===== config.mk =====
export PLATFORM = sky130hd
export DESIGN_NAME = rational_normalizer
export DESIGN_NICKNAME = d
export VERILOG_FILES = /design/src/sv/rn_pkg.sv /design/src/sv/rational_normalizer.sv
export SDC_FILE = /design/constraint.sdc
export NUM_CORES = 1
export LEC_CHECK = 0
export BUFFER_PORTS_ARGS = -buffer_cell sky130_fd_sc_hd__clkbuf_2
export CAP_MARGIN = 30
export CORE_MARGIN = 10
export CORE_UTILIZATION = 35
export CTS_CLUSTER_DIAMETER = 120
export DETAILED_ROUTE_END_ITERATION = 12
export PLACE_DENSITY_LB_ADDON = 0.08
export SLEW_MARGIN = 20
export SYNTH_ARGS = -nofsm -noshare
export SYNTH_HDL_FRONTEND = slang
export SYNTH_SLANG_ARGS = --single-unit

===== constraint.sdc =====
create_clock -name clk -period 10.7 [get_ports clk]
set_input_delay 0 -clock clk [delete_from_list [all_inputs] [get_ports clk]]
set_output_delay 0 -clock clk [all_outputs]
set_load 0.05 [all_outputs]

===== src/sv/rn_pkg.sv =====
`default_nettype none

package rn_pkg;

    localparam int NUM_BITS_DEF = 64;
    localparam int DEN_BITS_DEF = 32;

    localparam logic CMD_MAKE_TIME = 1'b0;
    localparam logic CMD_NORMALIZE = 1'b1;

    typedef enum logic [5:0] {
        ST_IDLE = 6'b000001,
        ST_REM0 = 6'b000010,
        ST_EUCL = 6'b000100,
        ST_DIVN = 6'b001000,
        ST_DIVD = 6'b010000,
        ST_FIN  = 6'b100000
    } rn_state_t;

endpackage

`default_nettype wire


===== src/sv/rational_normalizer.sv =====
`default_nettype none

// Reduces numerator/denominator to lowest terms with a positive denominator; the sign goes to
// the numerator, a zero numerator gives 0/1, and a zero denominator gives 0/1 under the plain
// normalize command or is taken as 1 under make-time. A numerator of -2^(NUM_BITS-1) is first
// saturated to -(2^(NUM_BITS-1)-1). One request at a time: all arithmetic runs through a single
// one-bit-per-cycle restoring divider. A request first takes numerator mod denominator, then
// runs further Euclid steps (up to about 1.44*DEN_BITS steps) until a remainder is zero, then
// divides both parts by the last divisor, the gcd. in_ready is high only between requests; the
// result register holds the previous result while the next request is taken.
module rational_normalizer #(
    parameter int NUM_BITS = rn_pkg::NUM_BITS_DEF,
    parameter int DEN_BITS = rn_pkg::DEN_BITS_DEF
) (
    input  wire logic                       clk,
    input  wire logic                       rst_n,
    input  wire logic                       in_valid,
    output logic                            in_ready,
    input  wire logic                       command,
    input  wire logic signed [NUM_BITS-1:0] numerator,
    input  wire logic signed [DEN_BITS-1:0] denominator,
    output logic                            out_valid,
    input  wire logic                       out_ready,
    output logic signed [NUM_BITS-1:0]      reduced_numerator,
    output logic        [DEN_BITS-1:0]      reduced_denominator
);
    import rn_pkg::*;

    localparam int W  = (NUM_BITS > DEN_BITS) ? NUM_BITS : DEN_BITS;
    localparam int CW = $clog2(W + 1);

    rn_state_t             state_reg, state_next;
    logic [W-1:0]          q_reg, q_next;
    logic [DEN_BITS-1:0]   rem_reg, rem_next;
    logic [DEN_BITS-1:0]   dvs_reg, dvs_next;
    logic [CW-1:0]         cnt_reg, cnt_next;
    logic [NUM_BITS-1:0]   nmag_reg, nmag_next;
    logic [DEN_BITS-1:0]   dmag_reg, dmag_next;
    logic                  neg_reg, neg_next;
    logic [NUM_BITS-1:0]   rnum_reg, rnum_next;
    logic [DEN_BITS-1:0]   rden_reg, rden_next;
    logic                  oval_reg, oval_next;
    logic [NUM_BITS-1:0]   onum_reg, onum_next;
    logic [DEN_BITS-1:0]   oden_reg, oden_next;

    // divider step
    logic [DEN_BITS:0]     sh;
    logic [DEN_BITS:0]     diff;
    logic                  ge;
    logic [DEN_BITS-1:0]   rem_step;
    logic [W-1:0]          q_step;
    logic                  last;

    // input decode
    logic                  nneg, dneg;
    logic [NUM_BITS-1:0]   nabs, nsat;
    logic [DEN_BITS-1:0]   dabs;

    assign in_ready            = (state_reg == ST_IDLE);
    assign out_valid           = oval_reg;
    assign reduced_numerator   = onum_reg;
    assign reduced_denominator = oden_reg;

    always_comb
    begin
        sh       = {rem_reg, q_reg[W-1]};
        diff     = sh - {1'b0, dvs_reg};
        ge       = !diff[DEN_BITS];
        rem_step = ge ? diff[DEN_BITS-1:0] : sh[DEN_BITS-1:0];
        q_step   = {q_reg[W-2:0], ge};
        last     = (cnt_reg == CW'(1));

        nneg = numerator[NUM_BITS-1];
        dneg = denominator[DEN_BITS-1];
        nabs = nneg ? NUM_BITS'(-numerator) : NUM_BITS'(numerator);
        nsat = nabs[NUM_BITS-1] ? {1'b0, {(NUM_BITS-1){1'b1}}} : nabs;
        dabs = dneg ? DEN_BITS'(-denominator) : DEN_BITS'(denominator);
    end

    always_comb
    begin
        state_next = state_reg;
        q_next     = q_reg;
        rem_next   = rem_reg;
        dvs_next   = dvs_reg;
        cnt_next   = cnt_reg;
        nmag_next  = nmag_reg;
        dmag_next  = dmag_reg;
        neg_next   = neg_reg;
        rnum_next  = rnum_reg;
        rden_next  = rden_reg;
        oval_next  = oval_reg;
        onum_next  = onum_reg;
        oden_next  = oden_reg;

        if (oval_reg && out_ready)
        begin
            oval_next = 1'b0;
        end

        case (state_reg)
            ST_IDLE:
            begin
                if (in_valid)
                begin
                    nmag_next = nsat;
                    dmag_next = (dabs == '0) ? DEN_BITS'(1) : dabs;
                    neg_next  = nneg ^ (dneg && dabs != '0);
                    rnum_next = '0;
                    rden_next = DEN_BITS'(1);
                    if ((dabs == '0 && command == CMD_NORMALIZE) || nsat == '0)
                    begin
                        state_next = ST_FIN;
                    end
                    else
                    begin
                        q_next     = W'(nsat) << (W - NUM_BITS);
                        rem_next   = '0;
                        dvs_next   = (dabs == '0) ? DEN_BITS'(1) : dabs;
                        cnt_next   = CW'(NUM_BITS);
                        state_next = ST_REM0;
                    end
                end
            end
            ST_REM0, ST_EUCL, ST_DIVN, ST_DIVD:
            begin
                q_next   = q_step;
                rem_next = rem_step;
                cnt_next = cnt_reg - CW'(1);
                if (last)
                begin
                    rem_next = '0;
                    if (state_reg == ST_DIVN)
                    begin
                        rnum_next  = q_step[NUM_BITS-1:0];
                        q_next     = W'(dmag_reg) << (W - DEN_BITS);
                        cnt_next   = CW'(DEN_BITS);
                        state_next = ST_DIVD;
                    end
                    else if (state_reg == ST_DIVD)
                    begin
                        rden_next  = q_step[DEN_BITS-1:0];
                        state_next = ST_FIN;
                    end
                    else if (rem_step == '0)
                    begin
                        // divisor is the gcd
                        q_next     = W'(nmag_reg) << (W - NUM_BITS);
                        cnt_next   = CW'(NUM_BITS);
                        state_next = ST_DIVN;
                    end
                    else
                    begin
                        q_next     = W'(dvs_reg) << (W - DEN_BITS);
                        dvs_next   = rem_step;
                        cnt_next   = CW'(DEN_BITS);
                        state_next = ST_EUCL;
                    end
                end
            end
            ST_FIN:
            begin
                if (!oval_reg || out_ready)
                begin
                    oval_next  = 1'b1;
                    onum_next  = neg_reg ? NUM_BITS'(-rnum_reg) : rnum_reg;
                    oden_next  = rden_reg;
                    state_next = ST_IDLE;
                end
            end
            default:
            begin
                state_next = ST_IDLE;
            end
        endcase
    end

    always_ff @(posedge clk or negedge rst_n)
    begin
        if (!rst_n)
        begin
            state_reg <= ST_IDLE;
            oval_reg  <= 1'b0;
            cnt_reg   <= '0;
        end
        else
        begin
            state_reg <= state_next;
            oval_reg  <= oval_next;
            cnt_reg   <= cnt_next;
        end
    end

    always_ff @(posedge clk)
    begin
        q_reg    <= q_next;
        rem_reg  <= rem_next;
        dvs_reg  <= dvs_next;
        nmag_reg <= nmag_next;
        dmag_reg <= dmag_next;
        neg_reg  <= neg_next;
        rnum_reg <= rnum_next;
        rden_reg <= rden_next;
        onum_reg <= onum_next;
        oden_reg <= oden_next;
    end

endmodule

`default_nettype wire

# Yosys cells after proc, flatten, opt, wreduce, memory -nomap -nowiden
# Index checks and enable logic that the tools add are counted.
# W data, S select, Z words.
# classes
add_sub_neg	5
n_eq_ne	16
muxes	51
bitwise	1
reduce_logical	20
# op_table
cell	count
$mux W64	11
$mux W32	16
$pmux W64 S2	2
$pmux W32 S2	3
$neg A64 Y64	2
$logic_not A32 Y1	2
$logic_not A64 Y1	1
$mux W63	1
$mux W7	6
$mux W6	6
$sub A33 B32 Y33	1
$neg A32 Y32	1
$reduce_bool A32 Y1	1
$ne A2 B2 Y1 const B	9
$pmux W6 S3	1
$pmux W7 S2	1
$eq A7 B1 Y1 const B	1
$reduce_and A7 Y1	1
$sub A7 B1 Y7 const B	1
$eq A6 B1 Y1 const B	1
$eq A6 B2 Y1 const B	1
$eq A6 B3 Y1 const B	1
$eq A6 B4 Y1 const B	1
$eq A6 B5 Y1 const B	1
13 further kinds	21
# totals
register_bits	431
in_bits	101
out_inout_bits	98
wordCells	106

# Depth between registers and ports, before layout
# Gate-level depths: netlist (run 1).
# logic_depth
depth_word	8
depth_mapped	16
mapped_depth_nobuf	14

# Worst setup path before layout (run 1)
# OpenSTA, ideal clock, no wires.
# synth_path
path_kind	input -> register
start	input numerator[0]
end	register cnt_reg[6]
arrival_ns	5.773
t_required_ns	10.621
slack_ns	4.848
cell_stages	14
cell_sequence	inv_1 ha_1 nor4b_2 nand4b_1 or4_1 clkbuf_1 o31ai_1 xor2_1 and4b_1 and4_1 nand4_1 o22ai_2 a22oi_2 o221a_1
# synth_via
elab_chain_len	7
# synth_rtl
item	line	text
start, declared	rational_normalizer.sv:20	input wire logic signed [NUM_BITS-1:0] numerator,
$neg A64 Y64	rational_normalizer.sv:75	nabs = nneg ? NUM_BITS'(-numerator) : NUM_BITS'(numerator);
$mux W64 *	rational_normalizer.sv:75	
$mux W63 *	rational_normalizer.sv:76	nsat = nabs[NUM_BITS-1] ? {1'b0, {(NUM_BITS-1){1'b1}}} : nabs;
$logic_not A64 Y1 *	rational_normalizer.sv:111	if ((dabs == '0 && command == CMD_NORMALIZE) || nsat == '0)
$logic_or A1 B1 Y1 *	rational_normalizer.sv:111	
$ne A2 B2 Y1 (no line) *	-	
$reduce_and A3 Y1 (no line) *	-	
end signal, assigned	rational_normalizer.sv:190	cnt_reg <= cnt_next;
end, declared	rational_normalizer.sv:36	logic [CW-1:0] cnt_reg, cnt_next;
# Every way passes the cells marked *; elsewhere a longest branch is shown, timed or not.
# A chain may end at the register's enable or synchronous reset.

# Final worst setup path (run 1)
# layout_path
start	register q_reg[63]
end	register dvs_reg[8], enable pin
# layout_via
elab_chain_len	5
# layout_rtl
item	line	text
start, declared	rational_normalizer.sv:33	logic [W-1:0] q_reg, q_next;
start signal, assigned	rational_normalizer.sv:196	q_reg <= q_next;
$sub A33 B32 Y33	rational_normalizer.sv:67	diff = sh - {1'b0, dvs_reg};
$mux W32 *	rational_normalizer.sv:69	rem_step = ge ? diff[DEN_BITS-1:0] : sh[DEN_BITS-1:0];
$logic_not A32 Y1 *	rational_normalizer.sv:145	else if (rem_step == '0)
$ne A2 B2 Y1 (no line) *	-	
$reduce_and A7 Y1 (no line) *	-	
end signal, assigned	rational_normalizer.sv:198	dvs_reg <= dvs_next;
end, declared	rational_normalizer.sv:35	logic [DEN_BITS-1:0] dvs_reg, dvs_next;
# Marks and branches as above.

==> results of run 1 <==
cell usage after synthesis (8+ instances only):
cell / count
nand4_1: 29
o21a_1: 15
xor2_1: 57
o41ai_1: 27
inv_1: 92
o31ai_1: 41
xnor2_1: 118
nand3_1: 31
clkbuf_1: 103
nand3b_1: 9
or2_2: 14
a21o_1: 36
a31oi_1: 8
nor2_1: 182
buf_1: 11
and2_1: 69
a22o_1: 25
or4_1: 22
or3_1: 40
and4_1: 8
o311ai_1: 29
nand2b_1: 11
ha_1: 37
o21ai_0: 177
nor4_1: 21
nand2_1: 171
a221o_1: 36
a21oi_1: 111
edfxtp_1: 416
dfrtp_1: 13
mux2i_1: 33
nor3_1: 51
final cells by class:
cell class              instances  area, um^2  share of cell area
flip-flops and latches        430       12800               0.456
multi-input cells            1533        9990               0.355
repair buffers                324        2230              0.0794
clock buffers                  62        1260              0.0449
well taps                     873        1090              0.0388
clock inverters                28         364              0.0129
inverters                      92         347              0.0123
diodes                          1        2.50           0.0000889
cells by family (layout without fill, tap and decap cells):
kind of cell,Yosys count,in the layout
adders and majority gates,38,38
xor gates and xnor gates,175,175
and+or+nand+nor,701,701
other,0,1
AOI/OAI and AO/OA,584,584
DFF,430,430
muxes,35,35
buffers and inverters,217,506
worst max-delay path, stage by stage, from the launching register on:
cell,delay (ps)
edfxtp_1,430
inv_1,90
ha_1,190
fa_1,240
nor2b_1,80
o2111ai_1,360
a21oi_1,140
a211oi_1,700
o31ai_1,210
or3_1,400
nand2_1,640
mux2_2,440
o2111ai_4,110
buf_4,430
or2_4,530
o2111a_2,840
power groups by stage:
stage	Clock, mW	Combinational, mW	Sequential, mW
floorplan	0	1.85	2.72
global placement	0	2.69	2.85
detailed placement	0	2.69	2.86
CTS	1.75	2.73	2.82
global route	1.82	3.01	2.87
finish	1.71	2.74	2.83
metrics by stage:
stage,utilization,hold WS [ps],cell area (um^2)
after floorplan,-,-296,23600
after global placement,0.379,-86.0,25400
after detailed placement,0.380,-83.1,25500
after CTS,0.419,0.856,28100
after global routing,0.420,3.57,28100
final,0.420,20.3,28100
routing by layer:
layer	vias to the layer above	share of wire	wire, um
li1	8733	-	-
met1	9149	0.45	35900
met2	710	0.45	36100
met3	121	0.070	5560
met4	6	0.027	2140
met5	-	0.00040	32
worst min path at each step:
| stage | startpoint | endpoint | slack, ps | depth (start not counted) |
|---|---|---|---|---|
| 4_1_cts | numerator[39] | nmag_reg[39] | 0.9 | 3 |
| 2_1_floorplan | rst_n | cnt_reg[0] | -300 | 0 |
| 3_5_place_dp | rst_n | cnt_reg[0] | -80 | 1 |
| 3_3_place_gp | rst_n | cnt_reg[0] | -90 | 1 |
| 6_report | numerator[56] | nmag_reg[56] | 20 | 4 |
| 5_1_grt | numerator[39] | nmag_reg[39] | 4 | 3 |
==> results.cfg, run 1 <==
[detailed_routing]
dr.pass1.iters = 6
drt_iter0_markers = 1977
via_per_inst = 5.60
routed_wl_um = 79700
drc = 0
avgRoutedWirePerCell_um = 23.8
num_vias = 18700
antenna_left = 0

[finish]
layout_common_cells = edfxtp_1, clkbuf_2, nor2_1, o21ai_0, nand2_1
layout_commonest_cell = edfxtp_1
finalNonFillerCells = 3343
areaGrowthSynthToFinish_pct = 19.2
drive_above_1_share = 0.142
nNetsFinal = 2568
fill_cells = 6421

[synthesis]
synth_edf_count = 416
synth_cell_types = 90
avgSynthCellArea_um2 = 10.8
seq_area_frac_synth = 0.544
synthAdderAreaFrac = 0.0205
synth-main-ff-cell = edfxtp_1
synth.net_count = 2319
synth_area_um2 = 23600
netlist_instances = 2180
synth_xor_area_frac = 0.0649
synth_area_leaders = edfxtp_1, xnor2_1, o21ai_0, nor2_1, nand2_1
synthMuxAreaShare = 0.0149
synth_compound_area_frac = 0.169
synth_warnings = 0
yosys.area_share.simple = 0.151
synth_top_area_frac = 0.529
synth_top_family_by_area = compound AO/OA/AOI/OAI gates
ys_seq_elements = 430
synth_top_area_cell = edfxtp_1
synthArstFlopShare = 0.0326

[worst_setup_path]
worstPathRequired_ps = 10940
r2r_end = dvs_reg[8]
reg2reg_depth = 15
crit_start = q_reg[63]
worstSetupEndpoint = dvs_reg[8]
cp.arrival_ps = 6550
r2r_start = q_reg[63]
reg2reg_setup_slack_ps = 4390
worst_setup_path_start_kind = flop
critPathCaptureType = flop
critical_path_class = flop to flop
crit_fanout = 36

[power_and_ir_drop]
power.leakage_nw = 10.3
switching_power_mw = 2.88
vdd_drop_max_uv = 163
fin_total_pwr_mw = 7.28
p_per_area_nw_per_um2 = 259
combPwrFrac = 0.376
p_int_mw = 4.40
pwr-share-clk = 0.235
pwr-share-seq = 0.389
switching_share = 0.395

[hold_path]
hp-class = input pin to flop

[global_routing]
grt_max_degree = 86
grt_use_met2 = 0.311
top_usage_layer = met2
use_met3 = 0.0345
grt_pass1_wl_um = 119000
grtUsageTotal = 0.199
first_global_vias = 18300
antenna_found_initial = 13
grt_use_met1 = 0.279
grt_overflow = 0

[die]
die_area_um2 = 78300
core_um2 = 67000
fp-row-count = 95
die_h_um = 280
die_x_um = 280
initial_core_util = 0.352
io_pins = 199

[clock_tree]
clock_path_buffers = 3
cts-root-buf = clkbuf_16
clk_pin_slew_worst_paths_ps = 60
cts_resized = 0
postCtsHoldBufs = 100
cts-htree-levels = 2
insertion_delay_ps = 630
tritoncts = yes
cts_buffers = 48
clock-sinks = 430
postCtsSetupBuffers = 0

[timing]
hold_viol = 0
slew_violations = 0
setup-violations-final = 0
period_needed_ps = 6310
setup_ws_ps = 4390
worst_pin_slew_ps = 1070
rsz0062_at_grt = no
period_share = 0.590
slew_headroom = 0.279
fin_skew_ps = 28.8
fmax_ghz = 0.158
fin_setup_tns_ps = 0

[place]
hpwl_um = 58700
dp_cells = 3149
routabilityCongestion = 0.901
io_buffers = 198
pre_cts_slack_ps = 4560

[outcome]
status = finished clean

[run]
drv_cap = 0
(Power assumes the default switching activity.)
==> inputs of run 2 (changes only) <==
==> constraint.sdc (replaced) <==
create_clock -name clk -period 6.15 [get_ports clk]
set_input_delay 0 -clock clk [delete_from_list [all_inputs] [get_ports clk]]
set_output_delay 0 -clock clk [all_outputs]
set_load 0.05 [all_outputs]
==> results.cfg, run 2 (same netlist as run 1, synthesis figures left out) <==
[worst_setup_path]
worstPathRequired_ps = 6630
r2r_end = q_reg[63]
critical_path_class = flop to flop
reg2reg_depth = 18
crit_fanout = 21
critPathCaptureType = flop
r2r_start = q_reg[63]
worst_setup_path_start_kind = flop
reg2reg_setup_slack_ps = 1000
cp.arrival_ps = 5630

[detailed_routing]
drt_iter0_markers = 1562
antenna_left = 0
dr.pass1.iters = 7
avgRoutedWirePerCell_um = 24.1
num_vias = 18600
via_per_inst = 5.58
routed_wl_um = 80500
drc = 0

[power_and_ir_drop]
fin_total_pwr_mw = 12.5
vdd_drop_max_uv = 474
power.leakage_nw = 10.2
p_per_area_nw_per_um2 = 447

[place]
io_buffers = 198
dp_cells = 3159
hpwl_um = 59700
place_area_um2 = 25500
pre_cts_slack_ps = 1020
routabilityCongestion = 0.919

[timing]
hold_viol = 0
fin_skew_ps = 31.7
period_needed_ps = 5150
setup-violations-final = 0
rsz0062_at_grt = no
worst_pin_slew_ps = 987
setup_ws_ps = 998
fmax_ghz = 0.194
slew_headroom = 0.335
fin_setup_tns_ps = 0
slew_violations = 0
hold_slack_ps = 27.7
period_share = 0.838

[global_routing]
grtUsageTotal = 0.201
antenna_found_initial = 14
grt_pass1_wl_um = 121000
grt_overflow = 0
first_global_vias = 18600
grt_max_degree = 163

[die]
die_x_um = 280
fp-row-count = 95
core_um2 = 67000
die_area_um2 = 78300
die_h_um = 280
io_pins = 199
initial_core_util = 0.352

[hold_path]
hold_path_depth = 3
hp-class = input pin to flop
min_to = nmag_reg[28]
hold_start = numerator[28]

[finish]
layout_common_cells = edfxtp_1, clkbuf_2, nor2_1, o21ai_0, nand2_1
areaGrowthSynthToFinish_pct = 18.7
finalNonFillerCells = 3340
fin_area_um2 = 28000
drive_above_1_share = 0.142
layout_commonest_cell = edfxtp_1
nNetsFinal = 2572
postLayoutCoreUtil = 0.418
fill_cells = 6513

[clock_tree]
clock_path_buffers = 3
cts-root-buf = clkbuf_16
clock-sinks = 430
tritoncts = yes
clk_pin_slew_worst_paths_ps = 60
insertion_delay_ps = 610
cts-htree-levels = 2
cts_buffers = 48
cts_resized = 0

[outcome]
status = finished clean

[run]
drv_cap = 0
## run 2: changes by cell type in the layout (fill, tap and decap cells not counted), moves of 3 or more
cell,before,now
clkinvlp_4,3,0
dlygate4sd3_1,101,95
buf_12,2,5
buf_4,22,30
clkbuf_1,13,10
clkinv_1,7,11
bufinv_16,6,3
## run 2: what timing repair did
action / 4_1_cts / 5_1_grt
hold buffers: 94 / 1
endpoints found under the setup margin: 0 / 0
setup buffers: 0 / 0
endpoints found under the hold margin: 117 / 1
## run 2: worst max-delay path: stages, from the launching register on
cell       delay [ps]
edfxtp_1          430
inv_1              80
ha_1              190
fa_1              220
nor2b_1            80
o2111ai_1         380
a21oi_1           120
a211oi_1          240
buf_4             190
o31ai_1            90
o21ai_0           500
nand2_1           610
mux2_2            530
o2111ai_4         110
buf_4             330
buf_4             290
nor3_1             80
o41ai_1           330
buf_4             180
## run 2: worst max path at each step
stage / from / endpoint / slack [ps] / depth (start not counted)
2_1_floorplan: numerator[0] / cnt_reg[6] / 300 / 14
3_3_place_gp: q_reg[63] / q_reg[63] / 1110 / 18
3_5_place_dp: q_reg[63] / q_reg[63] / 1020 / 18
4_1_cts: rem_reg[1] / q_reg[63] / 1000 / 16
5_1_grt: q_reg[63] / q_reg[63] / 750 / 18
6_report: q_reg[63] / q_reg[63] / 1000 / 18
## run 2: power by group
part	switching [mW]	leakage [nW]	internal, mW
clock	1.21	0.728	1.57
combinational	3.25	5.43	1.61
sequential	0.548	4.07	4.36
## run 2: layout make-up
type,count,area (um^2),share of cell area
diodes,1,2.50,0.0000892
clock buffers,58,1240,0.0442
clock inverters,25,262,0.00933
inverters,92,347,0.0124
multi-input cells,1533,9990,0.356
flip-flops and latches,430,12800,0.458
well taps,873,1090,0.0390
repair buffers,328,2270,0.0809
## run 2: layer usage
metal	routed length, um	track usage
met1	36200	0.275
met5	91	0
met2	36800	0.321
met4	1760	0.0484
met3	5710	0.0409
